**src/prefix_varint_encoder_defines.svh**
```systemverilog
// assertion macros for the prefix varint encoder
// no dependencies; define NO_ASSERTIONS to compile them out
`ifndef PREFIX_VARINT_ENCODER_DEFINES_SVH
`define PREFIX_VARINT_ENCODER_DEFINES_SVH

`ifndef NO_ASSERTIONS
// same-cycle implication, checked at every rising clock edge out of reset
`define PVE_ASSERT_NOW(label, clk, rst, ante, cons) \
   label: assert property (@(posedge clk) disable iff (rst) (ante) |-> (cons)) \
      else $error("prefix varint encoder check failed");
// next-cycle implication
`define PVE_ASSERT_NEXT(label, clk, rst, ante, cons) \
   label: assert property (@(posedge clk) disable iff (rst) (ante) |=> (cons)) \
      else $error("prefix varint encoder check failed");
`else
`define PVE_ASSERT_NOW(label, clk, rst, ante, cons)
`define PVE_ASSERT_NEXT(label, clk, rst, ante, cons)
`endif

`endif

```
**src/pve_pkg.sv**
```systemverilog
// shared types and constants of the prefix varint encoder
// no dependencies
package pve_pkg;

   localparam int unsigned WordW      = 72;
   localparam int unsigned NumBytesW  = 4;
   localparam int unsigned QueueDepth = 2;

   localparam logic [7:0] PrefixWord = 8'he1;
   localparam logic [7:0] PrefixLong = 8'he2;

   localparam logic [NumBytesW-1:0] NumShort = 4'd1;
   localparam logic [NumBytesW-1:0] NumMid   = 4'd2;
   localparam logic [NumBytesW-1:0] NumTri   = 4'd3;
   localparam logic [NumBytesW-1:0] NumWord  = 4'd5;
   localparam logic [NumBytesW-1:0] NumLong  = 4'd9;

   localparam logic func_unsigned = 1'b0;

   typedef struct packed {
      logic        func;
      logic [63:0] value;
   } req_type;

   typedef struct packed {
      logic [7:0] out_byte;
      logic       last_byte;
   } rsp_type;

   // one classified item: encoded bytes left-justified, msb first
   typedef struct packed {
      logic [WordW-1:0]     word;
      logic [NumBytesW-1:0] nbytes;
   } ent_type;

   typedef struct packed {
      logic valid;
      logic full;
   } qstat_type;

endpackage

```
**src/pve_front.sv**
```systemverilog
// front end: accepts input items and picks the encoding class
// depends on pve_pkg
module pve_front (
   input  logic             req_valid,
   output logic             req_ready,
   input  pve_pkg::req_type req_item,
   input  logic             q_full,
   output logic             push,
   output pve_pkg::ent_type push_ent
);

   logic [63:0] v;
   logic        fit1, fit2, fit3, fit4;

   assign v = req_item.value;

   always_comb begin
      if (req_item.func == pve_pkg::func_unsigned) begin
         fit1 = (v[63:7] == '0);
         fit2 = (v[63:14] == '0);
         fit3 = (v[63:21] == '0);
         fit4 = (v[63:32] == '0);
      end else begin
         // sign-extension range checks
         fit1 = (v[63:6] == '0) || (v[63:6] == '1);
         fit2 = (v[63:13] == '0) || (v[63:13] == '1);
         fit3 = (v[63:20] == '0) || (v[63:20] == '1);
         fit4 = (v[63:31] == '0) || (v[63:31] == '1);
      end
   end

   always_comb begin
      push_ent = '0;
      priority if (fit1) begin
         push_ent.word   = {1'b0, v[6:0], 64'd0};
         push_ent.nbytes = pve_pkg::NumShort;
      end else if (fit2) begin
         push_ent.word   = {2'b10, v[13:0], 56'd0};
         push_ent.nbytes = pve_pkg::NumMid;
      end else if (fit3) begin
         push_ent.word   = {3'b110, v[20:0], 48'd0};
         push_ent.nbytes = pve_pkg::NumTri;
      end else if (fit4) begin
         push_ent.word   = {pve_pkg::PrefixWord, v[31:0], 32'd0};
         push_ent.nbytes = pve_pkg::NumWord;
      end else begin
         push_ent.word   = {pve_pkg::PrefixLong, v};
         push_ent.nbytes = pve_pkg::NumLong;
      end
   end

   assign req_ready = !q_full;
   assign push      = req_valid && req_ready;

endmodule

```
**src/pve_fifo.sv**
```systemverilog
// short queue of classified items between front and back end
// depends on pve_pkg
module pve_fifo #(
   parameter int unsigned DEPTH = pve_pkg::QueueDepth
) (
   input  logic                clock,
   input  logic                reset,
   input  logic                push,
   input  pve_pkg::ent_type    push_ent,
   input  logic                pop,
   output pve_pkg::ent_type    pop_ent,
   output pve_pkg::qstat_type  stat
);

   localparam int unsigned PtrW = (DEPTH > 1) ? $clog2(DEPTH) : 1;
   localparam int unsigned CntW = $clog2(DEPTH + 1);

   pve_pkg::ent_type mem_ff [DEPTH];
   logic [PtrW-1:0]  wr_ptr_ff, wr_ptr_in;
   logic [PtrW-1:0]  rd_ptr_ff, rd_ptr_in;
   logic [CntW-1:0]  cnt_ff, cnt_in;
   logic             do_push, do_pop;

   assign stat.valid = (cnt_ff != '0);
   assign stat.full  = (cnt_ff == CntW'(DEPTH));
   assign do_push    = push && !stat.full;
   assign do_pop     = pop && stat.valid;
   assign pop_ent    = mem_ff[rd_ptr_ff];

   always_comb begin
      wr_ptr_in = wr_ptr_ff;
      rd_ptr_in = rd_ptr_ff;
      cnt_in    = cnt_ff;
      if (do_push) begin
         wr_ptr_in = (wr_ptr_ff == PtrW'(DEPTH - 1)) ? '0 : wr_ptr_ff + 1'b1;
      end
      if (do_pop) begin
         rd_ptr_in = (rd_ptr_ff == PtrW'(DEPTH - 1)) ? '0 : rd_ptr_ff + 1'b1;
      end
      if (do_push && !do_pop) begin
         cnt_in = cnt_ff + 1'b1;
      end else if (do_pop && !do_push) begin
         cnt_in = cnt_ff - 1'b1;
      end
   end

   always_ff @(posedge clock) begin
      if (reset) begin
         wr_ptr_ff <= '0;
         rd_ptr_ff <= '0;
         cnt_ff    <= '0;
      end else begin
         wr_ptr_ff <= wr_ptr_in;
         rd_ptr_ff <= rd_ptr_in;
         cnt_ff    <= cnt_in;
      end
   end

   always_ff @(posedge clock) begin
      if (do_push) begin
         mem_ff[wr_ptr_ff] <= push_ent;
      end
   end

endmodule

```
**src/pve_back.sv**
```systemverilog
// back end: shifts the encoded bytes out through the output register
// depends on pve_pkg
module pve_back (
   input  logic               clock,
   input  logic               reset,
   input  pve_pkg::qstat_type q_stat,
   input  pve_pkg::ent_type   q_ent,
   output logic               pop,
   output logic               rsp_valid,
   input  logic               rsp_ready,
   output pve_pkg::rsp_type   rsp_item
);

   logic                             busy_ff, busy_in;
   logic [pve_pkg::WordW-1:0]        word_ff, word_in;
   logic [pve_pkg::NumBytesW-1:0]    left_ff, left_in;
   logic                             on_last;

   assign on_last = (left_ff == pve_pkg::NumShort);
   assign pop     = q_stat.valid && (!busy_ff || (rsp_ready && on_last));

   always_comb begin
      busy_in = busy_ff;
      word_in = word_ff;
      left_in = left_ff;
      if (busy_ff && rsp_ready) begin
         if (on_last) begin
            busy_in = 1'b0;
         end else begin
            word_in = {word_ff[pve_pkg::WordW-9:0], 8'h00};
            left_in = left_ff - 1'b1;
         end
      end
      if (pop) begin
         busy_in = 1'b1;
         word_in = q_ent.word;
         left_in = q_ent.nbytes;
      end
   end

   always_ff @(posedge clock) begin
      if (reset) begin
         busy_ff <= 1'b0;
      end else begin
         busy_ff <= busy_in;
      end
   end

   always_ff @(posedge clock) begin
      word_ff <= word_in;
      left_ff <= left_in;
   end

   assign rsp_valid          = busy_ff;
   assign rsp_item.out_byte  = word_ff[pve_pkg::WordW-1 -: 8];
   assign rsp_item.last_byte = on_last;

endmodule

```
**src/prefix_varint_encoder.sv**
```systemverilog
// top level of the prefix-length varint encoder (64-bit values)
// depends on pve_pkg, pve_front, pve_fifo, pve_back and the defines header
//
// usage
//  - req channel: one transfer carries a 64-bit value and a format bit
//    (0 unsigned, 1 signed two's complement)
//  - rsp channel: one transfer carries one encoded byte, msb first, with
//    last_byte set on the final byte of the value's encoding
//  - each value yields 1, 2, 3, 5 or 9 bytes depending on its range
//  - with the block empty the first byte passes through the queue and then
//    the output register before it is valid on rsp
//  - throughput: one byte per cycle on rsp while rsp_ready is high; a value
//    holds the output until its last byte has gone out, set by the single
//    output byte register
//  - the front end classifies and queues values while the back end is
//    still shifting out earlier ones; req_ready drops only when the
//    queue is full
//  - reset empties the queue and the output register; no clearing pass
//  - when rsp_ready is low the current byte holds and the queue fills,
//    then req_ready goes low
module prefix_varint_encoder #(
   parameter int unsigned QUEUE_DEPTH = pve_pkg::QueueDepth
) (
   input  logic             clock,
   input  logic             reset,
   input  logic             req_valid,
   output logic             req_ready,
   input  pve_pkg::req_type req_item,
   output logic             rsp_valid,
   input  logic             rsp_ready,
   output pve_pkg::rsp_type rsp_item
);

`include "prefix_varint_encoder_defines.svh"

   // front end to queue
   logic               push;
   pve_pkg::ent_type   push_ent;
   // queue to back end
   logic               pop;
   pve_pkg::ent_type   pop_ent;
   pve_pkg::qstat_type q_stat;

   // classify incoming values into prefix and byte count
   pve_front u_front (
      .req_valid (req_valid),
      .req_ready (req_ready),
      .req_item  (req_item),
      .q_full    (q_stat.full),
      .push      (push),
      .push_ent  (push_ent)
   );

   // decouples the front end from output stalls
   pve_fifo #(
      .DEPTH (QUEUE_DEPTH)
   ) u_fifo (
      .clock    (clock),
      .reset    (reset),
      .push     (push),
      .push_ent (push_ent),
      .pop      (pop),
      .pop_ent  (pop_ent),
      .stat     (q_stat)
   );

   // byte serializer and output register
   pve_back u_back (
      .clock     (clock),
      .reset     (reset),
      .q_stat    (q_stat),
      .q_ent     (pop_ent),
      .pop       (pop),
      .rsp_valid (rsp_valid),
      .rsp_ready (rsp_ready),
      .rsp_item  (rsp_item)
   );

   // a full queue always holds something
   `PVE_ASSERT_NOW(a_full_not_empty, clock, reset, q_stat.full, q_stat.valid)
   // a transfer into an empty block shows up in the queue next cycle
   `PVE_ASSERT_NEXT(a_accept_queues, clock, reset,
      req_valid && req_ready && !q_stat.valid && !rsp_valid, q_stat.valid)
   // a byte that is not the last is always followed by another
   `PVE_ASSERT_NEXT(a_more_bytes, clock, reset,
      rsp_valid && rsp_ready && !rsp_item.last_byte, rsp_valid)
   // the last byte with nothing queued leaves the output empty
   `PVE_ASSERT_NEXT(a_drain_idle, clock, reset,
      rsp_valid && rsp_ready && rsp_item.last_byte && !q_stat.valid, !rsp_valid)

endmodule
```
**config.mk**
```make
export PLATFORM = sky130hd
export DESIGN_NAME = prefix_varint_encoder
export DESIGN_NICKNAME = d
export VERILOG_FILES = /design/src/pve_pkg.sv /design/src/pve_front.sv /design/src/pve_fifo.sv /design/src/pve_back.sv /design/src/prefix_varint_encoder.sv
export VERILOG_INCLUDE_DIRS = /design/src /design/src/src
export SDC_FILE = /design/constraint.sdc
export NUM_CORES = 1
export LEC_CHECK = 0
export ABC_AREA = 1
export BUFFER_PORTS_ARGS = -buffer_cell sky130_fd_sc_hd__buf_2
export CORE_MARGIN = 5
export CORE_UTILIZATION = 25
export CTS_CLUSTER_SIZE = 8
export DETAILED_ROUTE_END_ITERATION = 7
export GPL_TIMING_DRIVEN = 0
export PLACE_DENSITY = 0.41
export SLEW_MARGIN = 10
export SYNTH_ARGS = -nofsm -noshare
export SYNTH_HDL_FRONTEND = slang
export SYNTH_HIERARCHICAL = 1
export SYNTH_SLANG_ARGS = --single-unit
```
**constraint.sdc**
```tcl
create_clock -name clock -period 11.8 [get_ports clock]
set_input_delay 2.36 -clock clock [delete_from_list [all_inputs] [get_ports clock]]
set_output_delay 2.36 -clock clock [all_outputs]
set_load 0.1 [all_outputs]
```
==> metrics <==
RePlAce Congestion about 0.92; clk buf depth 3; Netlist cell types 30; Critical Path Fanout Max 2; CTS tree built; vias in the first global route 8746; Post-Syn Area 0.01184 mm2; unrepaired setup endpoints after global routing false; Peak VDD IR 0.1089 mV; Pwr Total 3.454 mW; Leakage around 5.7 nW; Vias 8780; total congestion overflow 0; I/O Pins 80; Reg power frac 39.3%; Max-Cap Viols 0; drt first-iter violations roughly 650; net load switching power about 1.2 mW; layout overhead on the synthesized area 20.12%; r2r setup slk 9.03 ns; FMAX ~240 MHz; Slew @ Worst Pin 0.8065 ns; Synth area leader edfxtp_1; Slew Limit Headroom 45.66%; r2r worst-path depth 9; Mapped Cells 1174; hold violation count in the final report 0; die width around 230 um; Post-Synth XOR/XNOR Area 0.07400%; Clock Tree Root clkbuf_16; CP startpoint kind flop; die height 227.6 um; clock sinks 234; crit path from u_back/left_ff[1]; mux cell area share after synthesis around 8.5%; top area cells in the synthesized netlist edfxtp_1 (58%), nand2_1 (11%), nand3_1 (5.8%); die area slightly above 0.05 mm2; R2R Path End u_back/word_ff[17]; Worst Setup Slack, final between 7 and 8 ns; Post-synth ARST share 0%; Syn. warnings 6; CP Class reg2out; post-synthesis compound-gate area fraction 1.617%; Setup-failing EPs final 0; # DRC 0; layout cells sized above 1 21.12%; Synth Flop Type edfxtp_1; first-pass GRT wire length between 50 and 60 mm; Starting Density 25.37%; Setup TNS Final 0 ns; commonest cells in the netlist nand2_1 (337), edfxtp_1 (228), nor2_1 (162); final net count 1371; Clock transition at path regs 0.05 ns; post-CTS setup repair buffer count 0; Tot GR Track Use 14.48%; H-tree depth 2; Setup crit end rsp_item[0]; Synth Area per Inst ~10 um2; Logic pwr share between 30% and 40%; arrival time worst endpoint ~1.9 ns; status finished, final reports clean; # rows 79; Synth top area share 57.84%; post-CTS sizing 0; port buffer count 79; Clock Latency Late Sink 0.51 ns; initial antenna violation count 1; Tcrit/Tclk final 35.68%; Post-CTS Hold Buffers 0; Final min period 4.210 ns; post-route ant nets 0; register area share after synthesis about three fifths; internal power 2.254 mW; Adder-Cell Fraction of Synth Area less than 1%; Setup crit end kind output port; sw frac a little over a third; final clock skew approximately 0.02 ns; power per cell area 242.9 mW/mm2; worst hold path type reg2reg; Clk pwr share between 20% and 30%; final WL 37.74 mm; DPL Wire Length between 20 and 30 mm; Via density 4.563; Syn Nets between 1000 and 1500; largest family of logic cells by synthesized area simple AND/OR/NAND/NOR gates; number of synthesized flops with an enable pin around 230; Setup WS pre-CTS between 7 and 8 ns; Synth Register Bits between 200 and 250; Slew Limit Fails 0; routed wire length per instance 19.61 um; cts bufs inserted 35; min-delay src u_fifo/rd_ptr_ff; Core Footprint 0.04665 mm2; Simple-Gate Fraction of Synth Area 24.66%; Req. time, crit path approximately 9.4 ns; cell with the most instances after synthesis nand2_1; largest net degree at the start of global routing 26; iteration count of the initial detailed-routing pass 7; Reg2Reg Launch Point u_fifo/cnt_ff[0]
==> per-stage QoR <==
step	util [%]	cell area, um2	hold WS (ns)	cells
after detailed placement	28.35	13230	0.4889	1869
after floorplan	-	11840	0.4645	1174
after global placement	27.85	12990	0.4805	1860
final	30.47	14220	0.4973	1924
after global routing	30.47	14210	0.5304	1923
after CTS	30.47	14210	0.4952	1923
==> power by group through the flow <==
stage	Sequential [mW]	Clock [mW]	Combinational, mW
2_1_floorplan	1.39	0	0.803
3_3_place_gp	1.44	0	1.14
3_5_place_dp	1.37	0	1.22
4_1_cts	1.36	0.935	1.22
5_1_grt	1.38	0.971	1.31
6_report	1.36	0.904	1.19
==> how the worst min path moves through the flow <==
stage	depth (start not counted)	slack, ns	endpoint
2_1_floorplan	2	0.46	flop
3_3_place_gp	2	0.48	u_fifo/rd_ptr_ff
3_5_place_dp	2	0.49	flop
4_1_cts	2	0.50	u_back/word_ff[57]
5_1_grt	2	0.53	u_back/word_ff[55]
6_report	2	0.50	u_fifo/rd_ptr_ff
==> registers in the layout (all words and copies together), names as in the netlist, named ones only <==
name / flops
u_back/word_ff: 72
u_fifo/cnt_ff: 2
u_back/left_ff: 4
u_back/rsp_valid: 1
u_fifo/mem_ff: 152
u_fifo/wr_ptr_ff: 1
u_fifo/rd_ptr_ff: 1
==> cell families after synthesis <==
| logic type | Yosys count |
|---|---|
| AO/OA/AOI/OAI | 35 |
| multiplexers | 76 |
| flip-flops | 234 |
| AND/OR/NAND/NOR | 687 |
| XOR/XNOR | 1 |
| buffers and inverters | 138 |
| adder cells (fa/ha/maj) | 3 |
==> final cells by class <==
type / instances / area [um2]
Multi-Input combinational cell: 802 / 4189
Tap cell: 607 / 759.5
Fill cell: 4956 / 32440
Clock buffer: 50 / 953.4
Timing Repair Buffer: 88 / 605.6
Clock inverter: 4 / 33.78
Antenna cell: 1 / 2.502
Buffer: 53 / 387.9
Sequential cell: 234 / 6967
Inverter: 85 / 319.1
==> worst max-delay path, cell delays in order, from the launching register on <==
cell and delay (ns):
edfxtp_1 0.39, inv_1 0.09, ha_1 0.17, nand2_1 0.07, nor2_1 0.08, buf_4 0.10, buf_2 0.42
==> placed cells by master (no fill, tap or decap), drive strengths merged <==
master	synthesis	layout
nor2	170	170
o22ai	4	4
inv	85	86
edfxtp	228	228
and2	1	1
o21ai	22	22
nor3	2	2
mux2	76	76
clkbuf	7	57
buf	46	134
a21oi	9	9
nand4	23	23
nand3	142	142
clkinv	0	3
diode	0	1
xor2	1	1
ha	3	3
nand3b	1	1
and3	1	1
nand2	347	347
dfxtp	6	6
==> per-layer routing <==
metal / wire [um] / vias to the layer above / share of wire [%] / global-route usage [%]
met3: 2125 / 63 / 5.6 / 2.373
li1: - / 4226 / - / -
met2: 17050 / 262 / 45 / 22.68
met5: 0 / - / 0 / 0
met4: 1122 / 0 / 3.0 / 4.823
met1: 17440 / 4229 / 46 / 20.49
(Power assumes the default switching activity.)
